`src/rtl/sqp_pkg.sv`:
```
`default_nettype none
package sqp_pkg;

  // Sample width and derived datapath widths
  localparam int SAMPLE_WIDTH    = 16;
  localparam int CFG_WIDTH       = 16;
  localparam int CMP_WIDTH       = (SAMPLE_WIDTH > CFG_WIDTH) ? SAMPLE_WIDTH : CFG_WIDTH;
  localparam int PROD_WIDTH      = SAMPLE_WIDTH + CFG_WIDTH + 1;
  localparam int REG_INDEX_WIDTH = 3;

  // Queue between front and back
  localparam int FIFO_DEPTH     = 4;
  localparam int FIFO_PTR_WIDTH = $clog2(FIFO_DEPTH);

  // Register indexes
  localparam logic [REG_INDEX_WIDTH-1:0] REG_BITS_MODE       = 3'd0;
  localparam logic [REG_INDEX_WIDTH-1:0] REG_SAMPLE_MEAN     = 3'd1;
  localparam logic [REG_INDEX_WIDTH-1:0] REG_UPPER_THRESHOLD = 3'd2;
  localparam logic [REG_INDEX_WIDTH-1:0] REG_LOWER_THRESHOLD = 3'd3;
  localparam logic [REG_INDEX_WIDTH-1:0] REG_EIGHT_BIT_SCALE = 3'd4;

  // Register reset values
  localparam logic signed [CFG_WIDTH-1:0] MEAN_RESET  = 16'sd0;
  localparam logic signed [CFG_WIDTH-1:0] UPPER_RESET = 16'sd243;
  localparam logic signed [CFG_WIDTH-1:0] LOWER_RESET = -16'sd243;
  localparam logic [CFG_WIDTH-1:0]        SCALE_RESET = 16'd2560;

  // Two-bit codes
  localparam logic [1:0] CODE_LARGE_NEG = 2'd0;
  localparam logic [1:0] CODE_SMALL_NEG = 2'd1;
  localparam logic [1:0] CODE_SMALL_POS = 2'd2;
  localparam logic [1:0] CODE_LARGE_POS = 2'd3;

  // Eight-bit clip limits (+-127 in Q.16) and offset-binary bias (128 in Q.16)
  localparam logic signed [PROD_WIDTH-1:0] CLIP_HIGH   = PROD_WIDTH'(127 * 65536);
  localparam logic signed [PROD_WIDTH-1:0] CLIP_LOW    = PROD_WIDTH'(-127 * 65536);
  localparam logic signed [PROD_WIDTH-1:0] BYTE_OFFSET = PROD_WIDTH'(128 * 65536);
  localparam logic [15:0]                  ROUND_HALF  = 16'h8000;

  typedef struct packed {
    logic signed [SAMPLE_WIDTH-1:0] sample;
    logic                           last_in_frame;
  } in_t;

  typedef struct packed {
    logic [7:0] packed_byte;
    logic       frame_end;
    logic       misaligned;
  } out_t;

  typedef struct packed {
    logic                        bits_mode;
    logic signed [CFG_WIDTH-1:0] sample_mean;
    logic signed [CFG_WIDTH-1:0] upper_threshold;
    logic signed [CFG_WIDTH-1:0] lower_threshold;
    logic [CFG_WIDTH-1:0]        eight_bit_scale;
  } cfg_t;

  // Classified beat carried from front to back
  typedef struct packed {
    logic                           eight;
    logic [1:0]                     code;
    logic signed [SAMPLE_WIDTH-1:0] sample;
    logic                           last;
  } qent_t;

endpackage
`default_nettype wire

```
`src/rtl/sample_quantizer_packer.sv`:
```
// Sample quantizer and byte packer.
// Item channel (item_valid/item_ready/item): one signed Q7.8 sample and a
// last-in-frame mark per beat. Result channel (result_valid/result_ready/
// result): one output byte with frame_end and misaligned flags per beat.
// Two-bit mode emits one byte per four samples (codes low first), or a
// partial byte flagged misaligned when a frame ends early. Eight-bit mode
// emits one offset-binary byte per sample.
// Throughput: one sample per cycle while the queue has room. A beat that
// completes a byte passes a 4-deep queue, a product register after the
// 16x17 multiplier, then the output register.
// Configuration (cfg_write/cfg_index/cfg_data) is written with no wait;
// the user writes it only while the block is idle, which the block does
// not enforce. Writing bits_mode drops pending codes. Synchronous reset
// loads the register defaults and empties queue, pipeline and pending
// codes. On a receiver stall the output register holds, the product
// stage and queue fill, and item_ready falls only when the queue is full.
`default_nettype none
module sample_quantizer_packer import sqp_pkg::*; (
  input  wire logic                       clk,
  input  wire logic                       rst,
  input  wire logic                       cfg_write,
  input  wire logic [REG_INDEX_WIDTH-1:0] cfg_index,
  input  wire logic [CFG_WIDTH-1:0]       cfg_data,
  input  wire logic                       item_valid,
  output logic                            item_ready,
  input  wire in_t                        item,
  output logic                            result_valid,
  input  wire logic                       result_ready,
  output out_t                            result
);

  cfg_t  cfg;
  logic  mode_clear;
  logic  push;
  qent_t push_data;
  logic  fifo_full;
  logic  fifo_not_empty;
  logic  pop;
  qent_t pop_data;

  // Accept and classify
  sqp_front u_front (
    .clk        (clk),
    .rst        (rst),
    .cfg_write  (cfg_write),
    .cfg_index  (cfg_index),
    .cfg_data   (cfg_data),
    .item_valid (item_valid),
    .item_ready (item_ready),
    .item       (item),
    .fifo_full  (fifo_full),
    .push       (push),
    .push_data  (push_data),
    .cfg        (cfg),
    .mode_clear (mode_clear)
  );

  // Decoupling queue
  sqp_fifo u_fifo (
    .clk       (clk),
    .rst       (rst),
    .push      (push),
    .push_data (push_data),
    .pop       (pop),
    .pop_data  (pop_data),
    .full      (fifo_full),
    .not_empty (fifo_not_empty)
  );

  // Pack, scale and deliver
  sqp_back u_back (
    .clk          (clk),
    .rst          (rst),
    .cfg          (cfg),
    .mode_clear   (mode_clear),
    .pop_valid    (fifo_not_empty),
    .pop_data     (pop_data),
    .pop          (pop),
    .result_valid (result_valid),
    .result_ready (result_ready),
    .result       (result)
  );

endmodule
`default_nettype wire

```
`src/rtl/sqp_front.sv`:
```
`default_nettype none
module sqp_front import sqp_pkg::*; (
  input  wire logic                       clk,
  input  wire logic                       rst,
  input  wire logic                       cfg_write,
  input  wire logic [REG_INDEX_WIDTH-1:0] cfg_index,
  input  wire logic [CFG_WIDTH-1:0]       cfg_data,
  input  wire logic                       item_valid,
  output logic                            item_ready,
  input  wire in_t                        item,
  input  wire logic                       fifo_full,
  output logic                            push,
  output qent_t                           push_data,
  output cfg_t                            cfg,
  output logic                            mode_clear
);

  logic signed [CMP_WIDTH-1:0] s_ext;
  logic signed [CMP_WIDTH-1:0] mean_ext;
  logic signed [CMP_WIDTH-1:0] upper_ext;
  logic signed [CMP_WIDTH-1:0] lower_ext;
  logic [1:0]                  code;

  // Configuration registers
  always_ff @(posedge clk) begin
    if (rst) begin
      cfg.bits_mode       <= 1'b0;
      cfg.sample_mean     <= MEAN_RESET;
      cfg.upper_threshold <= UPPER_RESET;
      cfg.lower_threshold <= LOWER_RESET;
      cfg.eight_bit_scale <= SCALE_RESET;
    end else if (cfg_write) begin
      unique case (cfg_index)
        REG_BITS_MODE:       cfg.bits_mode       <= cfg_data[0];
        REG_SAMPLE_MEAN:     cfg.sample_mean     <= cfg_data;
        REG_UPPER_THRESHOLD: cfg.upper_threshold <= cfg_data;
        REG_LOWER_THRESHOLD: cfg.lower_threshold <= cfg_data;
        REG_EIGHT_BIT_SCALE: cfg.eight_bit_scale <= cfg_data;
        default: ;
      endcase
    end
  end

  // A mode write drops any partly built byte in the back end
  assign mode_clear = cfg_write && (cfg_index == REG_BITS_MODE);

  // Two-bit classification, checked in fixed order
  assign s_ext     = CMP_WIDTH'(item.sample);
  assign mean_ext  = CMP_WIDTH'(cfg.sample_mean);
  assign upper_ext = CMP_WIDTH'(cfg.upper_threshold);
  assign lower_ext = CMP_WIDTH'(cfg.lower_threshold);

  always_comb begin
    priority if (s_ext >= upper_ext) code = CODE_LARGE_POS;
    else if (s_ext <= lower_ext)     code = CODE_LARGE_NEG;
    else if (s_ext > mean_ext)       code = CODE_SMALL_POS;
    else                             code = CODE_SMALL_NEG;
  end

  // Beat goes straight into the queue when there is room
  assign item_ready       = !fifo_full;
  assign push             = item_valid && item_ready;
  assign push_data.eight  = cfg.bits_mode;
  assign push_data.code   = code;
  assign push_data.sample = item.sample;
  assign push_data.last   = item.last_in_frame;

endmodule
`default_nettype wire

```
`src/rtl/sqp_fifo.sv`:
```
`default_nettype none
module sqp_fifo import sqp_pkg::*; (
  input  wire logic  clk,
  input  wire logic  rst,
  input  wire logic  push,
  input  wire qent_t push_data,
  input  wire logic  pop,
  output qent_t      pop_data,
  output logic       full,
  output logic       not_empty
);

  qent_t                     mem [FIFO_DEPTH];
  logic [FIFO_PTR_WIDTH-1:0] wr_ptr;
  logic [FIFO_PTR_WIDTH-1:0] rd_ptr;
  logic [FIFO_PTR_WIDTH:0]   count;

  assign full      = (count == (FIFO_PTR_WIDTH+1)'(FIFO_DEPTH));
  assign not_empty = (count != '0);
  assign pop_data  = mem[rd_ptr];

  // Pointers and fill level
  always_ff @(posedge clk) begin
    if (rst) begin
      wr_ptr <= '0;
      rd_ptr <= '0;
      count  <= '0;
    end else begin
      if (push) wr_ptr <= wr_ptr + 1'b1;
      if (pop)  rd_ptr <= rd_ptr + 1'b1;
      unique case ({push, pop})
        2'b10:   count <= count + 1'b1;
        2'b01:   count <= count - 1'b1;
        default: ;
      endcase
    end
  end

  // Storage
  always_ff @(posedge clk) begin
    if (push) mem[wr_ptr] <= push_data;
  end

endmodule
`default_nettype wire

```
`src/rtl/sqp_back.sv`:
```
`default_nettype none
module sqp_back import sqp_pkg::*; (
  input  wire logic  clk,
  input  wire logic  rst,
  input  wire cfg_t  cfg,
  input  wire logic  mode_clear,
  input  wire logic  pop_valid,
  input  wire qent_t pop_data,
  output logic       pop,
  output logic       result_valid,
  input  wire logic  result_ready,
  output out_t       result
);

  // Pending two-bit codes
  logic [5:0] pend_codes;
  logic [1:0] pend_cnt;

  // Product stage
  logic                          m_valid;
  logic                          m_eight;
  logic signed [PROD_WIDTH-1:0]  m_prod;
  logic [7:0]                    m_byte;
  logic                          m_last;
  logic                          m_mis;

  logic                          o_free;
  logic                          m_ready;
  logic [7:0]                    byte_pack;
  logic                          pack_emit;
  logic signed [PROD_WIDTH-1:0]  prod_next;
  logic signed [PROD_WIDTH-1:0]  clipped;
  logic signed [PROD_WIDTH-1:0]  biased;
  logic [7:0]                    int_part;
  logic [15:0]                   frac_part;
  logic                          round_up;
  logic [7:0]                    scaled;

  assign o_free  = !result_valid || result_ready;
  assign m_ready = !m_valid || o_free;
  assign pop     = pop_valid && m_ready;

  // Merge the new code above the pending ones
  assign byte_pack = {2'b00, pend_codes} | (8'(pop_data.code) << {pend_cnt, 1'b0});
  assign pack_emit = (pend_cnt == 2'd3) || pop_data.last;

  assign prod_next = $signed(pop_data.sample) * $signed({1'b0, cfg.eight_bit_scale});

  // Pack state
  always_ff @(posedge clk) begin
    if (rst || mode_clear) begin
      pend_codes <= '0;
      pend_cnt   <= '0;
    end else if (pop && !pop_data.eight) begin
      if (pack_emit) begin
        pend_codes <= '0;
        pend_cnt   <= '0;
      end else begin
        pend_codes <= byte_pack[5:0];
        pend_cnt   <= pend_cnt + 1'b1;
      end
    end
  end

  // Product stage: only beats that make a byte enter it
  always_ff @(posedge clk) begin
    if (rst) begin
      m_valid <= 1'b0;
    end else if (m_ready) begin
      m_valid <= pop && (pop_data.eight || pack_emit);
    end
  end

  always_ff @(posedge clk) begin
    if (pop) begin
      m_eight <= pop_data.eight;
      m_prod  <= prod_next;
      m_byte  <= byte_pack;
      m_last  <= pop_data.last;
      m_mis   <= (pend_cnt != 2'd3);
    end
  end

  // Clip to +-127, bias to offset binary, round half to even
  always_comb begin
    priority if (m_prod > CLIP_HIGH) clipped = CLIP_HIGH;
    else if (m_prod < CLIP_LOW)      clipped = CLIP_LOW;
    else                             clipped = m_prod;
  end

  assign biased    = clipped + BYTE_OFFSET;
  assign int_part  = biased[23:16];
  assign frac_part = biased[15:0];
  assign round_up  = (frac_part > ROUND_HALF) || ((frac_part == ROUND_HALF) && int_part[0]);
  assign scaled    = int_part + 8'(round_up);

  // Output register
  always_ff @(posedge clk) begin
    if (rst) begin
      result_valid <= 1'b0;
    end else if (o_free) begin
      result_valid <= m_valid;
    end
  end

  always_ff @(posedge clk) begin
    if (o_free && m_valid) begin
      result.packed_byte <= m_eight ? scaled : m_byte;
      result.frame_end   <= m_last;
      result.misaligned  <= m_eight ? 1'b0 : m_mis;
    end
  end

`ifndef SYNTH
  a_mis_is_end: assert property (@(posedge clk) disable iff (rst)
    result_valid && result.misaligned |-> result.frame_end)
    else $error("misaligned byte without frame end");

  a_mis_top_empty: assert property (@(posedge clk) disable iff (rst)
    result_valid && result.misaligned |-> result.packed_byte[7:6] == 2'b00)
    else $error("partial byte has a code in its top position");

  a_pend_clean: assert property (@(posedge clk) disable iff (rst)
    pend_cnt == 2'd0 |-> pend_codes == 6'd0)
    else $error("stale pending codes with empty count");

  a_eight_keeps: assert property (@(posedge clk) disable iff (rst)
    pop && pop_data.eight && !mode_clear |=> pend_cnt == $past(pend_cnt))
    else $error("eight-bit beat disturbed pending codes");
`endif

endmodule
`default_nettype wire

```
`config.mk`:
```
export PLATFORM = sky130hd
export DESIGN_NAME = sample_quantizer_packer
export DESIGN_NICKNAME = d
export VERILOG_FILES = /design/src/rtl/sqp_pkg.sv /design/src/rtl/sample_quantizer_packer.sv /design/src/rtl/sqp_front.sv /design/src/rtl/sqp_fifo.sv /design/src/rtl/sqp_back.sv
export SDC_FILE = /design/constraint.sdc
export NUM_CORES = 1
export LEC_CHECK = 0
export ABC_AREA = 0
export BUFFER_PORTS_ARGS = -buffer_cell sky130_fd_sc_hd__buf_2
export CAP_MARGIN = 40
export CELL_PAD_IN_SITES_DETAIL_PLACEMENT = 0
export CELL_PAD_IN_SITES_GLOBAL_PLACEMENT = 1
export CORE_MARGIN = 2
export CORE_UTILIZATION = 41
export CTS_BUF_LIST = sky130_fd_sc_hd__clkbuf_16
export CTS_CLUSTER_DIAMETER = 80
export CTS_CLUSTER_SIZE = 24
export DETAILED_ROUTE_END_ITERATION = 7
export PLACE_DENSITY = 0.8
export SYNTH_ARGS = -nofsm -noshare
export SYNTH_HDL_FRONTEND = slang
export SYNTH_HIERARCHICAL = 1
export SYNTH_SLANG_ARGS = --single-unit
```
`constraint.sdc`:
```
create_clock -name clk -period 7.6 [get_ports clk]
set_clock_uncertainty 0.2 [all_clocks]
set_input_delay 1.14 -clock clk [delete_from_list [all_inputs] [get_ports clk]]
set_output_delay 1.14 -clock clk [all_outputs]
set_load 0.01 [all_outputs]
```
Word-level counts from Yosys, hierarchy flattened
Memory sizes are Yosys's and may differ from the RTL's. A register that Yosys moved wholly into a read port is not among the register bits. Index checks and enable logic that the tools add are counted.

Add/subtract/negate cells: 7. Multiplexer cells: 13. Magnitude comparators: 6. Shift-type cells: 1. Equality and inequality tests: 10. Div/mod/pow operators: 0. Multipliers: 1. Reduce and logical (&&, ||, !) cells: 25. Bitwise gates (word level): 1.

Operators by type and width (count): 24-bit 2-to-1 mux (2); 33-bit by 24-bit greater-than comparator with 1-bit output, second input constant (1); 33-bit by 24-bit less-than comparator with 1-bit output, second input constant (1); 16-bit by 17-bit multiplier with 33-bit output (1); 24-bit adder, second input constant (1); 16-bit equality test, second input constant (1); 16-bit >= comparator (1); 16-bit greater-than comparator (1); 16-bit greater-than comparator, second input constant (1); 16-bit less-or-equal comparator (1); 2-bit 2-to-1 mux (6); 2-bit AND reduction (5); 8-bit by 1-bit adder with 8-bit output (1); 8-bit 2-to-1 mux (1); 6-bit by 8-bit OR with 8-bit output (1); 2-bit by 3-bit left shift with 8-bit output (1); 1-bit logical AND (7); 2-bit by 1-bit adder with 2-bit output, second input constant (3); 3-bit by 2-bit equality test with 1-bit output, second input constant (2); 3-bit equality test, second input constant (2); 1-bit logical OR (6); 6-bit 2-to-1 mux (1); 3-bit case mux with 2 select lines (1); 2-bit equality test, second input constant (2); other kinds (10) (14).

Memory bits (writable): 80. Logic and storage cells: 85. Latch bits: 0. Memories: 1. Flip-flop bits (word level): 136. Memory bits (read-only): 0.

Memories: u_fifo.mem (depth 4, bits a word 20, read ports 1, clocked after memory_dff 1, write ports 1, line sqp_fifo.sv:13) `qent_t mem [FIFO_DEPTH];`.

Depth between registers and ports, before layout
Depth after elaboration: 9. Gate-level depth with buffers: 25. Depth with buffers taken out: 22.

Modules after synthesis
Netlist, hierarchy kept.

Modules (own cells, without submodules): sqp_back (cells each 1220, instances 1, sequential area each 1821.7 um^2, area each 11439.7 um^2); sqp_front (cells each 473, instances 1, sequential area each 1301.2 um^2, area each 3736.1 um^2); sqp_fifo (cells each 151, instances 1, sequential area each 2582.5 um^2, area each 3320.7 um^2).

Worst setup path before layout
OpenSTA, ideal clock, no wires.

Kind: reg-to-reg. Start point: register with a tool-made name. End point: register u_back.m_prod[25] (data pin). Data required time: 7140 ps. Setup time: 260 ps. Buffers on the path: 3. Slack: 760 ps. Data arrival time: 6380 ps. Period minus slack after synthesis: 6840 ps. Cell stages (with the launch flop): 24. Cells stage by stage: dfxtp_1 buf_6 mux4_2 clkbuf_1 and2_1 fa_1 inv_1 fa_1 fa_1 inv_1 fa_1 fa_1 inv_1 fa_1 inv_1 ha_1 buf_2 a21o_1 a21oi_1 o21ai_2 a311oi_4 nor4_1 or3_1 xor2_1.

RTL lines: to (signal assigned) (line sqp_back.sv:77) `m_prod <= prod_next;`; to (decl) (line sqp_back.sv:22) `logic signed [PROD_WIDTH-1:0] m_prod;`.

==> flow_summary.ini <==
[critical_path]
path_cells = buf_12 > mux4_2 > and2_1 > fa_1 > inv_1 > fa_1 > fa_1 > inv_1 > fa_1 > fa_1 > inv_1 > fa_1 > inv_1 > ha_1 > a21o_1 > a21oi_1 > a21boi_0 > o311ai_1 > o21a_1 > mux2i_1 > nand2_1
crit_path_frequent_cell = fa_1
slowest_delay_ns = 0.67
path_buf_inv = 5
critical_path_class = flip-flop to flip-flop
arrival_ns = 7.31
crit_slowest_cell = mux4_2
critPathTopFamily = adder cells
crit_path_end_kind = flip-flop
critPathRequiredTime_ns = 7.67
crit_fanout = 20
start_kind = flip-flop

[flow_run]
drv_cap = 0

[timing]
rsz0062_at_grt = false
min_period_over_period_pct = 95.2
max_slew_margin_pct = 40.0
tightest_slew_ns = 0.898
final-hold-violation-count = 0
fin_tns_setup_ns = 0
finalSetupViolCount = 0
final-max-slew-violation-count = 0
fmax_mhz = 138
period_needed_ns = 7.24

[floorplan]
pin_count = 53
start_util_pct = 41.6
dieArea_um2 = 46800
core.rowCount = 77
fp.dieH_um = 216
die_x_um = 216
core_um2 = 44400

[cts]
cts_buffers = 15
cts_setup_buffers = 0
cts_hold_buf = 0
htree_levels = 1
cts.clk_slew.worst_paths_ns = 0.09
cts_max_path_buffers = 3
clkLatencyLatePin_ns = 0.52
cts_tree = built
clock-sinks = 218
cts_resized = 0
cts_root_buf = clkbuf_16

[logic_synthesis]
synthCells = 1844
synth-edff-count = 134
syn-num-nets = 2258
synth-main-ff-cell = edfxtp_1
synth_area_leader_cell = edfxtp_1
yosys_warnings = 6
synth_top_cell_area_share_pct = 21.8
syn_area_per_cell_um2 = 10.0
synth_cell_types = 72
ys_async_sr_fraction_pct = 0
synthTopCellsByCount = inv_1 (302), nand2_1 (283), fa_1 (195), ha_1 (178), edfxtp_1 (134)
ys_ff_latch = 218
synth_area_leaders = edfxtp_1 (22%), fa_1 (21%), ha_1 (12%), dfxtp_1 (9.1%), inv_1 (6.1%)
synth.most_common_cell = inv_1
yosysSeqAreaShare_pct = 30.8
synth_area_um2 = 18500

[detailed_routing]
drt_first_pass_iters = 5
routed-wl-met2_um = 20300
top_layer = met4
wl_per_cell_um = 17.7
drt-initial-drc-count = 847
drc_errors = 0
detail-route-antenna-nets = 0
viasPerCell = 5.20
routedLengthMet1_um = 19500
dr_wl_met3_um = 2320
wirelength_um = 43300
via_count = 12800

[min_path]
hold_path_class = flip-flop to flip-flop
hold_start = u_back/m_last

[placement]
place.gp.congestion = 0.878
dp.cells = 2427
io_buffers = 52
post-dp-hpwl_um = 33700
dpl_cell_area_um2 = 19300

[final_layout]
post_route_cells_drive_above_1_share_pct = 7.68
antenna_cells = 0
design_area_um2 = 19800
fin_cells = 2453
area_delta_synth_final_pct = 7.08
final_nets = 2267

[run_status]
status = complete, no violations

[grt]
grt.overflow.total = 0
grt_max_degree = 77
gr-usage-all-layers_pct = 19.0
grt_pass1_wl_um = 70200
grt_pass1_vias = 13200
antenna_found_initial = 0
cells in the final DEF, fill, tap and decap left out, types with 8 or more instances in the layout:
| cell | n |
|---|---|
| fa_1 | 195 |
| o211ai_1 | 8 |
| and2_1 | 118 |
| nand3b_1 | 15 |
| nand3_1 | 18 |
| nand4_1 | 19 |
| nor2_1 | 52 |
| mux2i_1 | 8 |
| a21o_1 | 19 |
| xnor2_1 | 25 |
| mux4_2 | 20 |
| nand2_1 | 283 |
| nand2b_1 | 11 |
| xor2_1 | 10 |
| buf_2 | 52 |
| buf_4 | 17 |
| edfxtp_1 | 134 |
| nor3b_1 | 8 |
| a21oi_1 | 110 |
| o21ai_0 | 22 |
| nor2b_1 | 16 |
| and3_1 | 14 |
| dfxtp_1 | 84 |
| ha_1 | 178 |
| inv_1 | 302 |
| clkbuf_16 | 15 |
per-layer routing:
metal / GRT usage (%) / vias to the layer above
met5: 0 / -
met4: 5.14 / 0
met3: 2.33 / 77
met2: 31.2 / 388
met1: 26.5 / 6295
li1: - / 5999
sequential cells by signal (all words and copies together), names as in the netlist, 8 cells and up, named ones only:
register,count
u_back/m_byte,8
u_front/mean_ext,16
u_front/lower_ext,16
u_front/upper_ext,16
u_back/result,10
u_front/cfg,17
u_fifo/mem,80
u_back/m_prod,33
worst register-to-register path: cells and delay by family (launching register included):
family / cells / cell delay [ns]
adders and majority gates: 7 / 3.46
AOI/OAI and AO/OA: 5 / 1.39
muxes: 2 / 0.88
buffers and inverters: 5 / 0.42
DFF: 1 / 0.36
and+or+nand+nor: 2 / 0.28
cells by family after synthesis:
| family | after synthesis | share of synthesized area, % |
|---|---|---|
| xor gates and xnor gates | 35 | 1.66 |
| adders and majority gates | 373 | 33.1 |
| buffers and inverters | 385 | 8.31 |
| AOI/OAI and AO/OA | 216 | 7.35 |
| and+or+nand+nor | 583 | 15.4 |
| muxes | 34 | 3.27 |
| DFF | 218 | 30.8 |
stage by stage:
stage	setup WS (ns)	hold slack (ns)	util (%)
2_1_floorplan	0.760	0.200	-
3_3_place_gp	0.425	0.208	43.3
3_5_place_dp	0.385	0.211	43.5
4_1_cts	0.370	0.231	44.6
5_1_grt	0.0504	0.247	44.6
6_report	0.363	0.230	44.6
worst paths after layout:
path,end,slack (ns),cells past startpoint
setup / recovery,u_back/m_prod[29],0.36,21
hold / removal,u_back/result[1],0.23,0
setup reg to reg,u_back/m_prod[29],0.36,21
hold reg to reg,u_back/result[1],0.23,0
final cells by class:
class,instances,area [µm²]
multi-input cells,1241,11300
clock inverters,10,98.8
fillers,4207,24600
clock buffers,15,375
flip-flops and latches,218,5710
inverters,303,1140
well taps,592,741
repair buffers,74,493
Power is left out: the tool's default activity adds up to more than one toggle a clock period on the data nets, which glitch-free logic cannot reach.
